File: src/hdl/assert_macros.svh
// assertion macros shared by the translation engine
`ifndef ASSERT_MACROS_SVH
`define ASSERT_MACROS_SVH

// condition holds at every clock edge out of reset
`define ASSERT_HOLDS(label, cond, msg) \
  label: assert property (@(posedge clk) disable iff (!rst_n) (cond)) else $error(msg);

// antecedent in one cycle implies consequent in the next
`define ASSERT_NEXT(label, ante, cons, msg) \
  label: assert property (@(posedge clk) disable iff (!rst_n) (ante) |=> (cons)) else $error(msg);

`endif

File: src/hdl/bmft_pkg.sv
// types and constants of the block mapped flash translation engine
`timescale 1ns / 1ps
package bmft_pkg;

  localparam int PAGES_IN_BLOCK = 8;
  localparam int PHYS_BLOCKS    = 64;
  localparam int LOGICAL_BLOCKS = 63;

  localparam int PAGE_W = $clog2(PAGES_IN_BLOCK);
  localparam int BLK_W  = $clog2(PHYS_BLOCKS);
  localparam int LB_W   = $clog2(LOGICAL_BLOCKS);
  localparam int ADDR_W = BLK_W + PAGE_W;
  localparam int SEC_W  = 9;
  localparam int CNT_W  = $clog2(PHYS_BLOCKS + 1);
  localparam int FILL_W = $clog2(PAGES_IN_BLOCK + 1);
  localparam int OP_W   = 3;

  typedef enum logic [OP_W-1:0] {
    OP_READ      = 3'd0,
    OP_PROGRAM   = 3'd1,
    OP_COPY      = 3'd2,
    OP_ERASE     = 3'd3,
    OP_NOT_FOUND = 3'd4,
    OP_NO_FREE   = 3'd5
  } op_t;

  typedef enum logic {
    CMD_READ  = 1'b0,
    CMD_WRITE = 1'b1
  } cmd_t;

  typedef enum logic [3:0] {
    S_IDLE, S_CHECK, S_MAP, S_RSCAN, S_RCMP, S_POPW,
    S_POPM, S_MRD, S_MCMP, S_MPROG, S_MERASE
  } state_t;

  typedef struct packed {
    logic             command;
    logic [SEC_W-1:0] logical_sector;
  } req_t;

  typedef struct packed {
    logic [OP_W-1:0]   operation;
    logic [ADDR_W-1:0] source_page;
    logic [ADDR_W-1:0] target_page;
    logic [BLK_W-1:0]  erase_block;
    logic              last;
  } res_t;

  typedef struct packed {
    logic             command;
    logic [SEC_W-1:0] sector;
    logic [LB_W-1:0]  lb;
    logic             out_range;
  } item_t;

  typedef struct packed {
    logic  valid;
    item_t item;
  } head_t;

endpackage

File: src/hdl/bmft_front.sv
// request intake: classifies words and queues them for the engine
`timescale 1ns / 1ps
module bmft_front (
  input  logic            clk,
  input  logic            rst_n,
  input  logic            start,
  output logic            busy,
  input  bmft_pkg::req_t  in_word,
  output bmft_pkg::head_t head,
  input  logic            pop
);

  localparam int DEPTH = 2;

  bmft_pkg::item_t q_r [DEPTH];
  logic            wp_r, wp_nxt;
  logic            rp_r, rp_nxt;
  logic [1:0]      cnt_r, cnt_nxt;
  logic            push;
  logic            do_pop;
  bmft_pkg::item_t cls;

  always_comb begin
    cls.command   = in_word.command;
    cls.sector    = in_word.logical_sector;
    cls.lb        = bmft_pkg::LB_W'(in_word.logical_sector >> bmft_pkg::PAGE_W);
    cls.out_range = (in_word.logical_sector >> bmft_pkg::PAGE_W) >=
                    bmft_pkg::SEC_W'(bmft_pkg::LOGICAL_BLOCKS);
  end

  assign busy   = (cnt_r == 2'(DEPTH));
  assign push   = start && !busy;
  assign do_pop = pop && (cnt_r != 2'd0);

  assign head.valid = (cnt_r != 2'd0);
  assign head.item  = q_r[rp_r];

  always_comb begin
    wp_nxt  = push ? !wp_r : wp_r;
    rp_nxt  = do_pop ? !rp_r : rp_r;
    cnt_nxt = cnt_r + 2'(push) - 2'(do_pop);
  end

  always_ff @(posedge clk) begin
    if (!rst_n) begin
      wp_r  <= 1'b0;
      rp_r  <= 1'b0;
      cnt_r <= 2'd0;
    end else begin
      wp_r  <= wp_nxt;
      rp_r  <= rp_nxt;
      cnt_r <= cnt_nxt;
    end
  end

  always_ff @(posedge clk) begin
    if (push) begin
      q_r[wp_r] <= cls;
    end
  end

endmodule

File: config.mk
export PLATFORM = sky130hd
export DESIGN_NAME = bmft_front
export DESIGN_NICKNAME = d
export VERILOG_FILES = /design/src/hdl/assert_macros.svh /design/src/hdl/bmft_pkg.sv /design/src/hdl/bmft_front.sv
export SDC_FILE = /design/constraint.sdc
export NUM_CORES = 1
export LEC_CHECK = 0
export BUFFER_PORTS_ARGS = -buffer_cell sky130_fd_sc_hd__buf_2
export CAP_MARGIN = 10
export CORE_ASPECT_RATIO = 1.2
export CORE_MARGIN = 10
export CORE_UTILIZATION = 55
export CTS_BUF_LIST = sky130_fd_sc_hd__clkbuf_8
export CTS_CLUSTER_DIAMETER = 40
export DETAILED_ROUTE_END_ITERATION = 7
export GPL_ROUTABILITY_DRIVEN = 0
export PLACE_DENSITY_LB_ADDON = 0.1
export SYNTH_ARGS = -nofsm -noshare
export SYNTH_HDL_FRONTEND = slang
export SYNTH_SLANG_ARGS = --single-unit
File: constraint.sdc
create_clock -name clk -period 3 [get_ports clk]
set_input_delay 0.3 -clock clk [delete_from_list [all_inputs] [get_ports clk]]
set_output_delay 0.3 -clock clk [all_outputs]
set_load 0.01 [all_outputs]
==> results.cfg <==
[floorplanning]
rows = 17
core_region_area_sq_um = 1870
die-height_um = 68.7
die_width_um = 60.6
start_util_pct = 58.2
ios = 33
dieArea_sq_um = 4170

[setup_path]
critical_path_class = reg2reg
startpoint_type = register
required_ns = 2.89
r2r-end = q_r[0][14]
worstSetupEndpoint = q_r[0][14]
r2r_cells = 3
rrSetupSlack_ns = 1.26
crit_arrival_ns = 1.63
rr_startpoint = cnt_r[0]
worstSetupStartpoint = cnt_r[0]
path_max_fanout = 11
cp-end-kind = register

[power_and_ir_drop]
p_clk_share_pct = 17.7
p_int_uw = 752
power.density_nw_per_um2 = 850
pwr-share-seq_pct = 49.8
p_sw_share_pct = 30.0
ir_drop_mv = 0.490
combPwrFrac_pct = 32.5
p_leak_nw = 0.536
switchingPower_uw = 323

[synth]
yosys.area_share.simple_pct = 7.24
yosysWarnings = 0
synthAdderAreaFrac_pct = 2.30
ys.flop_type = edfxtp_1
yosysSeqAreaShare_pct = 69.9
avgSynthCellArea_sq_um = 15.6
synth_top_cell_by_area = edfxtp_1
synth_compound_area_share_pct = 0.805
synth_xor_area_share_pct = 1.61
muxShareOfSynthArea_pct = 12.3
synth_top_family_by_area = multiplexers
async_reset_ff_share_pct = 0
syn_nets = 86
syn_inst = 70
yosysTopAreaCellShare_pct = 60.7
yosys.cell_types.count = 18
synthTopCellsByArea = edfxtp_1, mux2_2, dfxtp_1
ys_seq_elements = 27
syn_area_sq_um = 1090
synth-edff-count = 22

[flow_run]
maxCapViolCount = 0

[global_route]
antenna_found_initial = 0
grt_pass1_wl_um = 2830
grt_start_max_net_pins = 15
first_global_vias = 655
grt_overflow = 0
grt_usage_pct = 9.20

[route]
first_pass_iters = 2
wl_um = 1810
drt_drc_violations_left = 0
post_drt_wl_per_cell_um = 15.3
vias = 599
drt-initial-drc-count = 6
antenna_left = 0
drt-vias-per-instance = 5.08

[final_layout]
finalInstanceArea_sq_um = 1260
drive_above_1_share_pct = 48.5
final_cells = 118
nNetsFinal = 116
antenna_cells = 0
areaGrowthSynthToFinish_pct = 16.2

[cts]
cts_resized = 0
cts_tree = yes
cts_buffers = 3
cts_buffer_depth = 2
holdBufCountCts = 0
clock-sinks = 27
worstSkewPairLatency_ns = 0.26
post-cts-setup-buffers = 0
clk_pin_slew_ns = 0.08
cts_htree_levels = 1
cts_root_buffer = clkbuf_8

[sta]
finClkSkew_ns = 0.00212
max_freq_mhz = 574
slew_violations = 0
fin_tns_setup_ns = 0
period_needed_ns = 1.74
hold_viol_final = 0
slew-limit-headroom_pct = 38.1
hold_ws_ns = 0.223
finalCritPeriodShare_pct = 58.1
setup_violations = 0
worst_pin_slew_ns = 0.926
rsz0062_at_grt = no

[place]
hpwl_um = 1400
placed_cells = 114
portBuffers = 32
place_area_sq_um = 1220

[outcome]
status = complete, no violations

[worst_hold_path]
hp-class = in2reg
[synthesized netlist by cell type (2+ instances only)]
cell / count
edfxtp_1: 22
ha_1: 2
inv_1: 3
mux2_2: 11
nand2b_1: 2
and2_1: 2
dfxtp_1: 5
buf_4: 7
nor2_1: 5
nand2_1: 3
[cell type report]
type                            count  area (sq um)
Sequential cell                    27           761
Fill cell                         151           607
Multi-Input combinational cell     33           264
Timing Repair Buffer               32           160
Clock buffer                        3          41.3
Tap cell                           19          23.8
Inverter                            3          11.3
Clock inverter                      1          3.75
[worst max-delay path: stages (launching register included)]
cell	delay, ns
dfxtp_1	0.38
nand2b_1	0.17
nand2_1	0.11
nor2_1	0.71
[kinds of logic (layout without fill, tap and decap cells)]
family | count (synthesis) | after routing
buffers and inverters | 10 | 39
AO/OA/AOI/OAI | 1 | 1
XOR/XNOR | 2 | 2
AND/OR/NAND/NOR | 16 | 16
flip-flops | 27 | 27
multiplexers | 12 | 12
adder cells (fa/ha/maj) | 2 | 2
[cell usage in the layout (no fill, tap or decap)]
master	Yosys	routed
ha_1	2	2
nor2_1	5	5
mux2_2	11	11
and3_1	1	1
nand4_1	1	1
mux2i_1	1	1
clkbuf_8	0	3
dfxtp_1	5	5
edfxtp_1	22	22
xor2_1	1	1
xnor2_1	1	1
and2_1	2	2
inv_1	3	4
or2_2	1	1
buf_2	0	32
nand2_1	3	3
nor3_1	1	1
nand2b_1	2	2
o21a_2	1	1
[metrics by stage]
| stage | worst slack [ns] | power (mW) | utilization (%) |
|---|---|---|---|
| 2_1_floorplan | 1.50 | 0.803 | - |
| 5_1_grt | 1.11 | 1.15 | 67.6 |
| 3_5_place_dp | 1.23 | 0.909 | 65.2 |
| 3_3_place_gp | 1.33 | 0.893 | 65.2 |
| 6_report | 1.26 | 1.08 | 67.6 |
| 4_1_cts | 1.21 | 1.10 | 67.6 |
[flip-flops by register name, indices dropped and copies added, names as in the netlist, named ones only]
register,cells
cnt_r,2
q_r,22
rp_r,1
wp_r,1
[power groups by stage]
stage               clock [mW]  sequential (mW)  combinational [mW]
floorplan                    0            0.517               0.286
global placement             0            0.542               0.351
global route             0.218            0.546               0.389
finish                   0.190            0.536               0.350
detailed placement           0            0.546               0.362
CTS                      0.198            0.539               0.364
[routing by layer]
layer / vias to the layer above / routed length [um] / track usage (%)
met5: - / 0 / 0
met4: 0 / 17 / 4.95
met3: 2 / 175 / 3.84
met2: 20 / 925 / 15.1
met1: 274 / 688 / 9.88
li1: 303 / - / -
[worst min path at each step]
stage,start,to,slack [ns],cells after the start
finish,in_word[2],q_r[1][9],0.22,1
global route,in_word[1],q_r[0][8],0.21,1
CTS,in_word[9],q_r[0][16],0.22,1
detailed placement,wp_r,wp_r,0.49,2
global placement,wp_r,wp_r,0.47,2
floorplan,in_word[3],q_r[0][10],0.40,0
Note: power is estimated with default switching activity, not from simulation.
